--- config.mk ---
export PLATFORM = sky130hd
export DESIGN_NAME = hsv_pixel_colour_classifier
export DESIGN_NICKNAME = d
export VERILOG_FILES = /design/src/hdl/hsvc_pkg.sv /design/src/hdl/hsvc_front.sv /design/src/hdl/hsvc_div.sv /design/src/hdl/hsvc_vote.sv /design/src/hdl/hsv_pixel_colour_classifier.sv
export SDC_FILE = /design/constraint.sdc
export NUM_CORES = 1
export LEC_CHECK = 0
export ABC_AREA = 1
export BUFFER_PORTS_ARGS = -buffer_cell sky130_fd_sc_hd__buf_2
export CAP_MARGIN = 20
export CORE_MARGIN = 5
export CORE_UTILIZATION = 40
export CTS_CLUSTER_SIZE = 14
export DETAILED_ROUTE_END_ITERATION = 10
export SKIP_CTS_REPAIR_TIMING = 1
export SLEW_MARGIN = 20
export SYNTH_ARGS = -nofsm -noshare
export SYNTH_HDL_FRONTEND = slang
export SYNTH_SLANG_ARGS = --single-unit
--- constraint.sdc ---
create_clock -name clock -period 16.5 [get_ports clock]
set_input_delay 4.125 -clock clock [delete_from_list [all_inputs] [get_ports clock]]
set_output_delay 4.125 -clock clock [all_outputs]
set_load 0.005 [all_outputs]
--- src/hdl/hsvc_pkg.sv ---
// ============================================================================
// hsvc_pkg
// Shared widths, constants and types of the HSV pixel color classifier.
// ============================================================================
`default_nettype none

package hsvc_pkg;

   // Channel width of one color component
   localparam int PIXEL_BITS = 8;

   // Divider geometry: every quotient that is needed stays below 2**QUO_BITS
   localparam int QUO_BITS = 8;
   localparam int DVD_BITS = PIXEL_BITS + QUO_BITS;

   // Result field widths
   localparam int VOTE_BITS   = 2;
   localparam int HUE_BITS    = 10;
   localparam int SAT_BITS    = 8;
   localparam int BRIGHT_BITS = 8;

   // Working widths for compares
   localparam int HCMP_BITS = HUE_BITS + 1;
   localparam int CMP_BITS  = (PIXEL_BITS > 8) ? PIXEL_BITS : 8;

   // Pipeline depth: front stage, one stage per quotient bit, vote stage
   localparam int LATENCY = QUO_BITS + 2;

   // Configuration port
   localparam int CSR_INDEX_BITS = 3;
   localparam int CSR_DATA_BITS  = 9;

   typedef enum logic [CSR_INDEX_BITS-1:0] {
      CSR_MODE           = 3'd0,
      CSR_RED_CORE_HUE   = 3'd1,
      CSR_RED_EDGE_HUE   = 3'd2,
      CSR_MIN_VALUE      = 3'd3,
      CSR_LIGHT_HUE      = 3'd4,
      CSR_VIOLET_HUE     = 3'd5,
      CSR_MAX_SATURATION = 3'd6
   } csr_index_type;

   // Hue arithmetic constants (degrees)
   localparam int SECTOR_DEG     = 60;
   localparam int GREEN_BASE_DEG = 120;
   localparam int BLUE_BASE_DEG  = 240;

   // Thresholded-image variant
   localparam int THR_LOW_HUE  = 30;
   localparam int THR_HIGH_HUE = 50;
   localparam int THR_VALUE    = 50;

   // Register reset values
   localparam logic [7:0] RST_RED_CORE_HUE   = 8'd40;
   localparam logic [7:0] RST_RED_EDGE_HUE   = 8'd60;
   localparam logic [7:0] RST_MIN_VALUE      = 8'd50;
   localparam logic [8:0] RST_LIGHT_HUE      = 9'd140;
   localparam logic [8:0] RST_VIOLET_HUE     = 9'd180;
   localparam logic [7:0] RST_MAX_SATURATION = 8'd40;

   typedef enum logic [1:0] {
      SECT_RED   = 2'd0,
      SECT_GREEN = 2'd1,
      SECT_BLUE  = 2'd2
   } sector_type;

   typedef enum logic [VOTE_BITS-1:0] {
      VOTE_LIGHT = 2'b00,
      VOTE_RED   = 2'b01,
      VOTE_DARK  = 2'b11
   } vote_type;

   // Per-pixel data that rides alongside the dividers
   typedef struct packed {
      sector_type            sector;
      logic                  neg;
      logic [PIXEL_BITS-1:0] mx;
   } side_type;

   typedef struct packed {
      logic       mode;
      logic [7:0] red_core_hue;
      logic [7:0] red_edge_hue;
      logic [7:0] min_value;
      logic [8:0] light_hue;
      logic [8:0] violet_hue;
      logic [7:0] max_saturation;
   } cfg_type;

endpackage

`default_nettype wire

--- src/hdl/hsvc_front.sv ---
// ============================================================================
// hsvc_front
// First pipeline stage: max/min, hue sector, and divider operands.
// ============================================================================
`default_nettype none

module hsvc_front (
   input  wire logic                              clock,
   input  wire logic                              reset,
   input  wire logic                              in_valid,
   input  wire logic [hsvc_pkg::PIXEL_BITS-1:0]   red,
   input  wire logic [hsvc_pkg::PIXEL_BITS-1:0]   green,
   input  wire logic [hsvc_pkg::PIXEL_BITS-1:0]   blue,
   output logic                                   out_valid,
   output hsvc_pkg::side_type                     out_side,
   output logic [hsvc_pkg::DVD_BITS-1:0]          hue_dividend,
   output logic [hsvc_pkg::PIXEL_BITS-1:0]        hue_divisor,
   output logic [hsvc_pkg::DVD_BITS-1:0]          sat_dividend,
   output logic [hsvc_pkg::PIXEL_BITS-1:0]        sat_divisor
);

   logic [hsvc_pkg::PIXEL_BITS-1:0] mx;
   logic [hsvc_pkg::PIXEL_BITS-1:0] mn;
   logic [hsvc_pkg::PIXEL_BITS-1:0] diff;
   logic [hsvc_pkg::PIXEL_BITS-1:0] num_a;
   logic [hsvc_pkg::PIXEL_BITS-1:0] num_b;
   logic [hsvc_pkg::PIXEL_BITS-1:0] mag;
   logic                            neg;
   hsvc_pkg::sector_type            sector;

   logic                            valid_ff;
   hsvc_pkg::side_type              side_ff,    side_in;
   logic [hsvc_pkg::DVD_BITS-1:0]   hue_dvd_ff, hue_dvd_in;
   logic [hsvc_pkg::PIXEL_BITS-1:0] hue_dvs_ff, hue_dvs_in;
   logic [hsvc_pkg::DVD_BITS-1:0]   sat_dvd_ff, sat_dvd_in;
   logic [hsvc_pkg::PIXEL_BITS-1:0] sat_dvs_ff, sat_dvs_in;

   // Largest and smallest channel
   always_comb begin
      mx = red;
      mn = red;
      if (green > mx) mx = green;
      if (blue > mx)  mx = blue;
      if (green < mn) mn = green;
      if (blue < mn)  mn = blue;
      diff = mx - mn;
   end

   // Hue sector; a tie of red and green above blue stays in the red sector
   always_comb begin
      if (diff == '0) begin
         sector = hsvc_pkg::SECT_RED;
      end else if ((red > green && red > blue) || (red == green && red > blue)) begin
         sector = hsvc_pkg::SECT_RED;
      end else if (green > blue && green > red) begin
         sector = hsvc_pkg::SECT_GREEN;
      end else begin
         sector = hsvc_pkg::SECT_BLUE;
      end
   end

   // Signed numerator of the in-sector offset, as sign and magnitude
   always_comb begin
      case (sector)
         hsvc_pkg::SECT_RED: begin
            num_a = green;
            num_b = blue;
         end
         hsvc_pkg::SECT_GREEN: begin
            num_a = blue;
            num_b = red;
         end
         default: begin
            num_a = red;
            num_b = green;
         end
      endcase
      neg = num_a < num_b;
      mag = neg ? (num_b - num_a) : (num_a - num_b);
   end

   // Divider operands; a zero divisor only ever meets a zero dividend
   always_comb begin
      side_in.sector = sector;
      side_in.neg    = neg;
      side_in.mx     = mx;
      hue_dvd_in = hsvc_pkg::DVD_BITS'(mag) * hsvc_pkg::DVD_BITS'(hsvc_pkg::SECTOR_DEG);
      hue_dvs_in = (diff == '0) ? hsvc_pkg::PIXEL_BITS'(1) : diff;
      sat_dvd_in = {diff, 8'd0} - hsvc_pkg::DVD_BITS'(diff);
      sat_dvs_in = (mx == '0) ? hsvc_pkg::PIXEL_BITS'(1) : mx;
   end

   always_ff @(posedge clock) begin
      if (reset) begin
         valid_ff <= 1'b0;
      end else begin
         valid_ff <= in_valid;
      end
   end

   always_ff @(posedge clock) begin
      side_ff    <= side_in;
      hue_dvd_ff <= hue_dvd_in;
      hue_dvs_ff <= hue_dvs_in;
      sat_dvd_ff <= sat_dvd_in;
      sat_dvs_ff <= sat_dvs_in;
   end

   assign out_valid    = valid_ff;
   assign out_side     = side_ff;
   assign hue_dividend = hue_dvd_ff;
   assign hue_divisor  = hue_dvs_ff;
   assign sat_dividend = sat_dvd_ff;
   assign sat_divisor  = sat_dvs_ff;

endmodule

`default_nettype wire

--- src/hdl/hsvc_div.sv ---
// ============================================================================
// hsvc_div
// Pipelined restoring divider, one quotient bit per register stage.
// ============================================================================
`default_nettype none

module hsvc_div (
   input  wire logic                              clock,
   input  wire logic [hsvc_pkg::DVD_BITS-1:0]     dividend,
   input  wire logic [hsvc_pkg::PIXEL_BITS-1:0]   divisor,
   output logic [hsvc_pkg::QUO_BITS-1:0]          quotient,
   output logic [hsvc_pkg::PIXEL_BITS-1:0]        remainder
);

   // Quotient is known to fit in QUO_BITS, so the upper dividend bits
   // are already a valid partial remainder.
   logic [hsvc_pkg::PIXEL_BITS-1:0] rem_ff [hsvc_pkg::QUO_BITS];
   logic [hsvc_pkg::PIXEL_BITS-1:0] rem_in [hsvc_pkg::QUO_BITS];
   logic [hsvc_pkg::QUO_BITS-1:0]   low_ff [hsvc_pkg::QUO_BITS];
   logic [hsvc_pkg::QUO_BITS-1:0]   low_in [hsvc_pkg::QUO_BITS];
   logic [hsvc_pkg::QUO_BITS-1:0]   quo_ff [hsvc_pkg::QUO_BITS];
   logic [hsvc_pkg::QUO_BITS-1:0]   quo_in [hsvc_pkg::QUO_BITS];
   logic [hsvc_pkg::PIXEL_BITS-1:0] dvs_ff [hsvc_pkg::QUO_BITS];
   logic [hsvc_pkg::PIXEL_BITS-1:0] dvs_in [hsvc_pkg::QUO_BITS];

   // One compare-and-subtract per stage
   always_comb begin
      for (int s = 0; s < hsvc_pkg::QUO_BITS; s++) begin
         logic [hsvc_pkg::PIXEL_BITS-1:0] src_rem;
         logic [hsvc_pkg::QUO_BITS-1:0]   src_low;
         logic [hsvc_pkg::QUO_BITS-1:0]   src_quo;
         logic [hsvc_pkg::PIXEL_BITS-1:0] src_dvs;
         logic [hsvc_pkg::PIXEL_BITS:0]   shifted;
         logic [hsvc_pkg::PIXEL_BITS:0]   trial;
         logic                            ge;
         if (s == 0) begin
            src_rem = dividend[hsvc_pkg::DVD_BITS-1:hsvc_pkg::QUO_BITS];
            src_low = dividend[hsvc_pkg::QUO_BITS-1:0];
            src_quo = '0;
            src_dvs = divisor;
         end else begin
            src_rem = rem_ff[s-1];
            src_low = low_ff[s-1];
            src_quo = quo_ff[s-1];
            src_dvs = dvs_ff[s-1];
         end
         shifted   = {src_rem, src_low[hsvc_pkg::QUO_BITS-1]};
         trial     = shifted - {1'b0, src_dvs};
         ge        = shifted >= {1'b0, src_dvs};
         rem_in[s] = ge ? trial[hsvc_pkg::PIXEL_BITS-1:0] : shifted[hsvc_pkg::PIXEL_BITS-1:0];
         low_in[s] = {src_low[hsvc_pkg::QUO_BITS-2:0], 1'b0};
         quo_in[s] = {src_quo[hsvc_pkg::QUO_BITS-2:0], ge};
         dvs_in[s] = src_dvs;
      end
   end

   always_ff @(posedge clock) begin
      rem_ff <= rem_in;
      low_ff <= low_in;
      quo_ff <= quo_in;
      dvs_ff <= dvs_in;
   end

   assign quotient  = quo_ff[hsvc_pkg::QUO_BITS-1];
   assign remainder = rem_ff[hsvc_pkg::QUO_BITS-1];

endmodule

`default_nettype wire

--- src/hdl/hsvc_vote.sv ---
// ============================================================================
// hsvc_vote
// Last pipeline stage: floored hue, class vote and the result register.
// ============================================================================
`default_nettype none

module hsvc_vote (
   input  wire logic                              clock,
   input  wire logic                              reset,
   input  wire logic                              in_valid,
   input  wire hsvc_pkg::side_type                side,
   input  wire logic [hsvc_pkg::QUO_BITS-1:0]     hue_quo,
   input  wire logic [hsvc_pkg::PIXEL_BITS-1:0]   hue_rem,
   input  wire logic [hsvc_pkg::QUO_BITS-1:0]     sat_quo,
   input  wire hsvc_pkg::cfg_type                 cfg,
   output logic                                   out_valid,
   output logic signed [hsvc_pkg::VOTE_BITS-1:0]  vote,
   output logic signed [hsvc_pkg::HUE_BITS-1:0]   hue,
   output logic [hsvc_pkg::SAT_BITS-1:0]          saturation,
   output logic [hsvc_pkg::BRIGHT_BITS-1:0]       brightness
);

   // Exact hue lies in [h, h+1); frac says whether it is strictly above h.
   // hue > t  <=> h > t, or h == t with a fraction
   function automatic logic hue_gt(input logic signed [hsvc_pkg::HCMP_BITS-1:0] h,
                                   input logic frac,
                                   input logic signed [hsvc_pkg::HCMP_BITS-1:0] t);
      return (h > t) || (h == t && frac);
   endfunction

   // hue <= t <=> h < t, or h == t with no fraction
   function automatic logic hue_le(input logic signed [hsvc_pkg::HCMP_BITS-1:0] h,
                                   input logic frac,
                                   input logic signed [hsvc_pkg::HCMP_BITS-1:0] t);
      return (h < t) || (h == t && !frac);
   endfunction

   logic signed [hsvc_pkg::HCMP_BITS-1:0] q_ext;
   logic signed [hsvc_pkg::HCMP_BITS-1:0] frac_ext;
   logic signed [hsvc_pkg::HCMP_BITS-1:0] offset;
   logic signed [hsvc_pkg::HCMP_BITS-1:0] base;
   logic signed [hsvc_pkg::HCMP_BITS-1:0] h;
   logic                                  frac;
   logic signed [hsvc_pkg::HCMP_BITS-1:0] core_t;
   logic signed [hsvc_pkg::HCMP_BITS-1:0] edge_t;
   logic signed [hsvc_pkg::HCMP_BITS-1:0] light_t;
   logic signed [hsvc_pkg::HCMP_BITS-1:0] violet_t;
   logic signed [hsvc_pkg::HCMP_BITS-1:0] thr_low_t;
   logic signed [hsvc_pkg::HCMP_BITS-1:0] thr_high_t;
   logic [hsvc_pkg::CMP_BITS-1:0]         mx_ext;
   logic [hsvc_pkg::CMP_BITS-1:0]         vmin_ext;
   logic [hsvc_pkg::CMP_BITS-1:0]         thr_val_ext;
   hsvc_pkg::vote_type                    vote_sel;

   logic                                  valid_ff;
   hsvc_pkg::vote_type                    vote_ff;
   logic signed [hsvc_pkg::HUE_BITS-1:0]  hue_ff,    hue_in;
   logic [hsvc_pkg::SAT_BITS-1:0]         sat_ff,    sat_in;
   logic [hsvc_pkg::BRIGHT_BITS-1:0]      bright_ff, bright_in;

   // Floored hue: base + floor(60 * num / d), num signed
   always_comb begin
      frac     = |hue_rem;
      q_ext    = $signed(hsvc_pkg::HCMP_BITS'(hue_quo));
      frac_ext = $signed(hsvc_pkg::HCMP_BITS'(frac));
      offset   = side.neg ? -(q_ext + frac_ext) : q_ext;
      case (side.sector)
         hsvc_pkg::SECT_RED:   base = '0;
         hsvc_pkg::SECT_GREEN: base = hsvc_pkg::HCMP_BITS'(hsvc_pkg::GREEN_BASE_DEG);
         default:              base = hsvc_pkg::HCMP_BITS'(hsvc_pkg::BLUE_BASE_DEG);
      endcase
      h = base + offset;
   end

   // Thresholds widened to the compare width
   always_comb begin
      core_t      = $signed(hsvc_pkg::HCMP_BITS'(cfg.red_core_hue));
      edge_t      = $signed(hsvc_pkg::HCMP_BITS'(cfg.red_edge_hue));
      light_t     = $signed(hsvc_pkg::HCMP_BITS'(cfg.light_hue));
      violet_t    = $signed(hsvc_pkg::HCMP_BITS'(cfg.violet_hue));
      thr_low_t   = hsvc_pkg::HCMP_BITS'(hsvc_pkg::THR_LOW_HUE);
      thr_high_t  = hsvc_pkg::HCMP_BITS'(hsvc_pkg::THR_HIGH_HUE);
      mx_ext      = hsvc_pkg::CMP_BITS'(side.mx);
      vmin_ext    = hsvc_pkg::CMP_BITS'(cfg.min_value);
      thr_val_ext = hsvc_pkg::CMP_BITS'(hsvc_pkg::THR_VALUE);
   end

   // Class vote, in priority order
   always_comb begin
      if (cfg.mode) begin
         if (h < thr_low_t) begin
            vote_sel = hsvc_pkg::VOTE_RED;
         end else if (h < thr_high_t) begin
            vote_sel = (mx_ext > thr_val_ext) ? hsvc_pkg::VOTE_RED : hsvc_pkg::VOTE_DARK;
         end else begin
            vote_sel = hsvc_pkg::VOTE_DARK;
         end
      end else begin
         if (hue_gt(h, frac, violet_t)) begin
            // floor(sat) < threshold is exact for an integer threshold
            vote_sel = (sat_quo < cfg.max_saturation) ? hsvc_pkg::VOTE_LIGHT
                                                      : hsvc_pkg::VOTE_DARK;
         end else if (hue_gt(h, frac, light_t)) begin
            vote_sel = hsvc_pkg::VOTE_LIGHT;
         end else if (hue_le(h, frac, core_t) && h >= -core_t) begin
            vote_sel = hsvc_pkg::VOTE_RED;
         end else if (hue_le(h, frac, edge_t) && h >= -edge_t) begin
            vote_sel = (mx_ext > vmin_ext) ? hsvc_pkg::VOTE_RED : hsvc_pkg::VOTE_DARK;
         end else if (mx_ext < vmin_ext) begin
            vote_sel = hsvc_pkg::VOTE_DARK;
         end else begin
            vote_sel = hsvc_pkg::VOTE_LIGHT;
         end
      end
   end

   always_comb begin
      hue_in    = h[hsvc_pkg::HUE_BITS-1:0];
      sat_in    = sat_quo[hsvc_pkg::SAT_BITS-1:0];
      bright_in = mx_ext[hsvc_pkg::BRIGHT_BITS-1:0];
   end

   always_ff @(posedge clock) begin
      if (reset) begin
         valid_ff <= 1'b0;
      end else begin
         valid_ff <= in_valid;
      end
   end

   always_ff @(posedge clock) begin
      vote_ff   <= vote_sel;
      hue_ff    <= hue_in;
      sat_ff    <= sat_in;
      bright_ff <= bright_in;
   end

   assign out_valid  = valid_ff;
   assign vote       = vote_ff;
   assign hue        = hue_ff;
   assign saturation = sat_ff;
   assign brightness = bright_ff;

endmodule

`default_nettype wire

--- src/hdl/hsv_pixel_colour_classifier.sv ---
// ============================================================================
// hsv_pixel_colour_classifier
// RGB pixel to hue, saturation, value and a red / light / dark class vote.
// ============================================================================
// Usage:
//   Drive req_red/req_green/req_blue with start high for one cycle per pixel.
//   busy is always low, so a pixel is taken on every cycle that start is high
//   and one pixel per clock is sustained.
//   Each transaction produces exactly one result: rsp_valid is high for one
//   cycle with rsp_vote, rsp_hue, rsp_saturation and rsp_brightness.
//   From the accepting edge to the edge that takes the result, a pixel passes
//   one front stage (max/min, sector, operands), eight divider stages
//   (one quotient bit each, hue and saturation dividers side by side) and one
//   vote stage with the result register.
//   The receiver cannot stall; results are presented once and not held.
//   Configuration registers are written through csr_wr_en/csr_index/csr_data
//   and take effect at once; write them only while no pixel is in flight.
//   Reset (synchronous) clears the pipeline valid bits and loads the register
//   defaults; no clearing pass is needed.
// ============================================================================
`default_nettype none

module hsv_pixel_colour_classifier (
   input  wire logic                                  clock,
   input  wire logic                                  reset,
   input  wire logic                                  start,
   output logic                                       busy,
   input  wire logic [hsvc_pkg::PIXEL_BITS-1:0]       req_red,
   input  wire logic [hsvc_pkg::PIXEL_BITS-1:0]       req_green,
   input  wire logic [hsvc_pkg::PIXEL_BITS-1:0]       req_blue,
   output logic                                       rsp_valid,
   output logic signed [hsvc_pkg::VOTE_BITS-1:0]      rsp_vote,
   output logic signed [hsvc_pkg::HUE_BITS-1:0]       rsp_hue,
   output logic [hsvc_pkg::SAT_BITS-1:0]              rsp_saturation,
   output logic [hsvc_pkg::BRIGHT_BITS-1:0]           rsp_brightness,
   input  wire logic                                  csr_wr_en,
   input  wire logic [hsvc_pkg::CSR_INDEX_BITS-1:0]   csr_index,
   input  wire logic [hsvc_pkg::CSR_DATA_BITS-1:0]    csr_data
);

   hsvc_pkg::cfg_type               cfg_ff, cfg_in;

   logic                            accept;
   logic                            front_valid;
   hsvc_pkg::side_type              front_side;
   logic [hsvc_pkg::DVD_BITS-1:0]   hue_dvd;
   logic [hsvc_pkg::PIXEL_BITS-1:0] hue_dvs;
   logic [hsvc_pkg::DVD_BITS-1:0]   sat_dvd;
   logic [hsvc_pkg::PIXEL_BITS-1:0] sat_dvs;
   logic [hsvc_pkg::QUO_BITS-1:0]   hue_quo;
   logic [hsvc_pkg::PIXEL_BITS-1:0] hue_rem;
   logic [hsvc_pkg::QUO_BITS-1:0]   sat_quo;
   logic [hsvc_pkg::PIXEL_BITS-1:0] sat_rem;

   logic [hsvc_pkg::QUO_BITS-1:0]   vld_ff,  vld_in;
   hsvc_pkg::side_type              side_ff [hsvc_pkg::QUO_BITS];
   hsvc_pkg::side_type              side_in [hsvc_pkg::QUO_BITS];

   // Fully pipelined: always ready
   assign busy   = 1'b0;
   assign accept = start && !busy;

   // Configuration register writes
   always_comb begin
      cfg_in = cfg_ff;
      if (csr_wr_en) begin
         case (hsvc_pkg::csr_index_type'(csr_index))
            hsvc_pkg::CSR_MODE:           cfg_in.mode           = csr_data[0];
            hsvc_pkg::CSR_RED_CORE_HUE:   cfg_in.red_core_hue   = csr_data[7:0];
            hsvc_pkg::CSR_RED_EDGE_HUE:   cfg_in.red_edge_hue   = csr_data[7:0];
            hsvc_pkg::CSR_MIN_VALUE:      cfg_in.min_value      = csr_data[7:0];
            hsvc_pkg::CSR_LIGHT_HUE:      cfg_in.light_hue      = csr_data[8:0];
            hsvc_pkg::CSR_VIOLET_HUE:     cfg_in.violet_hue     = csr_data[8:0];
            hsvc_pkg::CSR_MAX_SATURATION: cfg_in.max_saturation = csr_data[7:0];
            default:                      cfg_in = cfg_ff;
         endcase
      end
   end

   always_ff @(posedge clock) begin
      if (reset) begin
         cfg_ff.mode           <= 1'b0;
         cfg_ff.red_core_hue   <= hsvc_pkg::RST_RED_CORE_HUE;
         cfg_ff.red_edge_hue   <= hsvc_pkg::RST_RED_EDGE_HUE;
         cfg_ff.min_value      <= hsvc_pkg::RST_MIN_VALUE;
         cfg_ff.light_hue      <= hsvc_pkg::RST_LIGHT_HUE;
         cfg_ff.violet_hue     <= hsvc_pkg::RST_VIOLET_HUE;
         cfg_ff.max_saturation <= hsvc_pkg::RST_MAX_SATURATION;
      end else begin
         cfg_ff <= cfg_in;
      end
   end

   hsvc_front u_front (
      .clock        (clock),
      .reset        (reset),
      .in_valid     (accept),
      .red          (req_red),
      .green        (req_green),
      .blue         (req_blue),
      .out_valid    (front_valid),
      .out_side     (front_side),
      .hue_dividend (hue_dvd),
      .hue_divisor  (hue_dvs),
      .sat_dividend (sat_dvd),
      .sat_divisor  (sat_dvs)
   );

   hsvc_div u_hue_div (
      .clock     (clock),
      .dividend  (hue_dvd),
      .divisor   (hue_dvs),
      .quotient  (hue_quo),
      .remainder (hue_rem)
   );

   // Saturation remainder is not needed for the vote: the floor alone is compared
   hsvc_div u_sat_div (
      .clock     (clock),
      .dividend  (sat_dvd),
      .divisor   (sat_dvs),
      .quotient  (sat_quo),
      .remainder (sat_rem)
   );

   // Valid bits and side data shadow the divider stages
   always_comb begin
      vld_in = {vld_ff[hsvc_pkg::QUO_BITS-2:0], front_valid};
      for (int s = 0; s < hsvc_pkg::QUO_BITS; s++) begin
         side_in[s] = (s == 0) ? front_side : side_ff[(s == 0) ? 0 : s - 1];
      end
   end

   always_ff @(posedge clock) begin
      if (reset) begin
         vld_ff <= '0;
      end else begin
         vld_ff <= vld_in;
      end
   end

   always_ff @(posedge clock) begin
      side_ff <= side_in;
   end

   hsvc_vote u_vote (
      .clock      (clock),
      .reset      (reset),
      .in_valid   (vld_ff[hsvc_pkg::QUO_BITS-1]),
      .side       (side_ff[hsvc_pkg::QUO_BITS-1]),
      .hue_quo    (hue_quo),
      .hue_rem    (hue_rem),
      .sat_quo    (sat_quo),
      .cfg        (cfg_ff),
      .out_valid  (rsp_valid),
      .vote       (rsp_vote),
      .hue        (rsp_hue),
      .saturation (rsp_saturation),
      .brightness (rsp_brightness)
   );

   // ------------------------------------------------------------------------
   // Assertions
   // ------------------------------------------------------------------------

   // Every accepted transaction yields a result after the pipeline latency
   assert property (@(posedge clock) disable iff (reset)
      accept |-> ##(hsvc_pkg::LATENCY) rsp_valid)
      else $error("result missing after pipeline latency");

   // Hue stays within its signed range, from -60 to 300
   assert property (@(posedge clock) disable iff (reset)
      rsp_valid |-> (rsp_hue >= -10'sd60 && rsp_hue <= 10'sd300))
      else $error("hue out of range");

   // Thresholded variant never votes light
   assert property (@(posedge clock) disable iff (reset)
      (rsp_valid && cfg_ff.mode) |-> (rsp_vote != hsvc_pkg::VOTE_LIGHT))
      else $error("light vote in threshold mode");

   // A black pixel leaves both dividers with zero quotient and remainder
   assert property (@(posedge clock) disable iff (reset)
      (vld_ff[hsvc_pkg::QUO_BITS-1] && side_ff[hsvc_pkg::QUO_BITS-1].mx == '0)
         |-> (sat_quo == '0 && sat_rem == '0 && hue_quo == '0 && hue_rem == '0))
      else $error("black pixel with nonzero divider output");

endmodule

`default_nettype wire

==> results.py <==
metrics = {
    "run_status": {
        "status": "complete, no violations",
    },
    "synth": {
        "synth_ff_type": "dfxtp_1",
        "ys_seq_elements": 579,
        "synth_area_per_cell_um2": 8.88,
        "async_reset_ff_share_pct": 0,
        "synth_area_um2": 25100,
        "synth_edf_count": 0,
        "synthesis.nets": 3179,
        "yosys_warnings": 0,
        "ys_seq_area_share_pct": 46.2,
        "ys_types": 61,
        "synthCells": 2824,
    },
    "detailed_routing": {
        "detail_route.iter0.violations": 873,
        "antenna_left": 0,
        "avgRoutedWirePerCell_um": 14.0,
        "first_pass_iters": 5,
        "drcViolationCount": 0,
        "routed_wl_um": 53200,
        "dr_total_vias": 18096,
        "viasPerCell": 4.76,
    },
    "timing": {
        "setup_viol": 0,
        "slew_headroom_pct": 27.7,
        "post-route-period-util_pct": 87.8,
        "clock_skew_ns": 0.0425,
        "fmax_ghz": 0.0690,
        "worst_slew_pin_slew_ns": 1.08,
        "finalCriticalPeriod_ns": 14.48,
        "slew_violations": 0,
        "finalSetupTns_ns": 0,
        "hold_viol": 0,
        "rsz0062_at_grt": "no",
    },
    "floorplanning": {
        "die_width_um": 260,
        "ios": 70,
        "chipHeight_um": 260,
        "num_rows": 91,
        "start_util_pct": 40.5,
        "die_area_um2": 67800,
        "core-area_um2": 61900,
    },
    "global_route": {
        "antenna_found_initial": 1,
        "gr-total-overflow": 0,
        "grt_usage_pct": 15.6,
        "grt_pass1_wl_um": 87800,
        "grt_start_max_net_pins": 35,
        "grt_pass1_vias": 18109,
    },
    "final_layout": {
        "nNetsFinal": 3274,
        "area_delta_synth_final_pct": 13.2,
        "antennaDiodeCount": 0,
        "finish.utilization_pct": 45.8,
        "finalNonFillerCells": 3802,
        "drive_gt1_share_pct": 8.06,
        "n_fill_cell": 5883,
        "fin_area_um2": 28400,
    },
    "worst_setup_path": {
        "path_delay_family": "simple AND/OR/NAND/NOR gates",
        "required_ns": 17.03,
        "cp-start-kind": "input pin",
        "slowest_stage": "fa_1",
        "r2r_end": "u_vote.vote[1]",
        "critical_path.endpoint_type": "flip-flop",
        "path_max_fanout": 32,
        "rr_startpoint": "u_hue_div.remainder[7]",
        "rr_worst_depth": 28,
        "path_class": "in2reg",
        "cpPeakStageDelay_ns": 0.55,
        "worstPathArrival_ns": 15.02,
        "path_buf_inv": 14,
        "rrSetupSlack_ns": 11.13,
    },
    "clock_tree": {
        "ctsRootBufferMaster": "clkbuf_16",
        "path_clk_slew_ns": 0.06,
        "clk_latency_ns": 0.64,
        "cts.path.max_buffers": 3,
        "cts_tree": "built",
        "tritoncts.num_buffers": 57,
        "cts_max_level": 2,
        "cts_sinks": 579,
    },
    "hold_path": {
        "hold_depth": 0,
        "hp-start": "side_ff[41]",
        "holdPathEnd": "side_ff[30]",
        "min_path_type": "reg2reg",
    },
    "placement": {
        "hpwlAfterDp_um": 41200,
        "placed_area_um2": 26300,
        "gp_congestion": 0.878,
        "port_buffers": 68,
        "dp_cells": 3696,
    },
    "run": {
        "maxCapViolCount": 0,
    },
}
[synthesized netlist by cell type, types with 29 or more instances]
library cell / instances / share of area [%]
fa_1: 31 / 2.5
nand2_1: 315 / 4.7
o21ai_0: 174 / 3.5
nor2_1: 277 / 4.1
dfxtp_1: 579 / 46
ha_1: 284 / 14
clkbuf_1: 31 / 0.46
inv_1: 437 / 6.5
a21oi_1: 257 / 5.1
nand3_1: 94 / 1.9
nand4_1: 29 / 0.72
xor2_1: 90 / 3.1
[through the flow]
step                      setup slack (ns)  hold WS [ns]
after floorplan                       3.08         0.310
after global placement                1.76         0.309
after detailed placement              1.47         0.312
after CTS                             2.08         0.286
after global routing                 0.886         0.292
final                                 2.02         0.292
[placed cells by master (no fill, tap or decap), types with 7 or more instances in the layout]
cell type | Yosys | final
nand3_2 | 8 | 8
or2_2 | 9 | 9
nand2_1 | 315 | 315
a31oi_1 | 9 | 9
clkbuf_1 | 31 | 8
ha_1 | 284 | 284
buf_2 | 1 | 68
o211ai_1 | 21 | 21
xnor2_1 | 18 | 18
a21oi_1 | 257 | 257
nor2_1 | 277 | 277
xor2_1 | 90 | 90
clkbuf_8 | 0 | 10
o21ai_0 | 174 | 174
or3_1 | 7 | 7
dfxtp_1 | 579 | 579
nand2_4 | 8 | 8
nand4_1 | 29 | 29
inv_2 | 8 | 8
nor2_2 | 7 | 7
bufinv_16 | 0 | 9
a211oi_1 | 15 | 15
nand2_2 | 11 | 11
inv_1 | 437 | 437
nor3_1 | 25 | 25
nand3_1 | 94 | 94
clkbuf_16 | 0 | 57
clkinv_2 | 1 | 11
fa_1 | 31 | 31
[cells by family after synthesis]
group / Yosys count / share of synthesized area [%]
flip-flops: 579 / 46.2
XOR/XNOR: 109 / 3.84
other: 1 / 0.0150
AND/OR/NAND/NOR: 815 / 14.4
multiplexers: 4 / 0.165
AO/OA/AOI/OAI: 517 / 11.3
buffers and inverters: 484 / 7.40
adder cells (fa/ha/maj): 315 / 16.6
[state kept, by name (all words and copies together) (netlist names), 10 cells and up]
name                  flops
u_sat_div.low_ff         28
u_front.out_side         11
u_sat_div.quo_ff         28
u_front.hue_dividend     12
u_vote.hue               10
u_hue_div.rem_ff         56
u_sat_div.dvs_ff         56
cfg_ff                   51
u_hue_div.dvs_ff         56
u_hue_div.low_ff         15
side_ff                  88
u_hue_div.quo_ff         28
u_sat_div.rem_ff         56
u_front.sat_dividend     16
[worst max-delay path by stage]
stage	start	end	slack, ns	cells after the start
after floorplan	req_red[2]	u_front.hue_dividend[13]	3.08	68
after global placement	req_red[2]	u_front.hue_dividend[13]	1.76	65
after detailed placement	req_red[2]	u_front.hue_dividend[13]	1.47	65
after CTS	req_red[2]	u_front.hue_dividend[13]	2.08	65
after global routing	req_red[1]	u_front.hue_dividend[13]	0.89	63
final	req_red[2]	u_front.hue_dividend[13]	2.02	65
[layer usage]
layer / global-route usage, % / part of all wire (%) / vias to the layer above
met5: 0 / 0 / -
met4: 4.71 / 2.7 / 0
met3: 2.46 / 3.7 / 91
met2: 28.0 / 49 / 293
met1: 19.2 / 45 / 8313
li1: - / - / 9399
[worst register-to-register path: cells and delay by family (launching register included)]
family,cells,cell delay (ns)
AO/OA/AOI/OAI,8,1.47
XOR/XNOR,1,0.16
adder cells (fa/ha/maj),4,1.12
buffers and inverters,3,0.38
flip-flops,1,0.30
AND/OR/NAND/NOR,12,1.84
[cell type report]
| cell class | count | area (um^2) | area share (%) |
|---|---|---|---|
| clock inverter | 30 | 475 | 1.67 |
| clock buffer | 75 | 1590 | 5.61 |
| tap | 837 | 1050 | 3.69 |
| multi-input combinational | 1761 | 11600 | 41.0 |
| inverter | 446 | 1680 | 5.90 |
| sequential | 579 | 11600 | 40.8 |
| timing repair buffer | 74 | 385 | 1.36 |
Power is not shown: default switching activity piles up to over one toggle a cycle in this logic, so the estimate is an artifact.
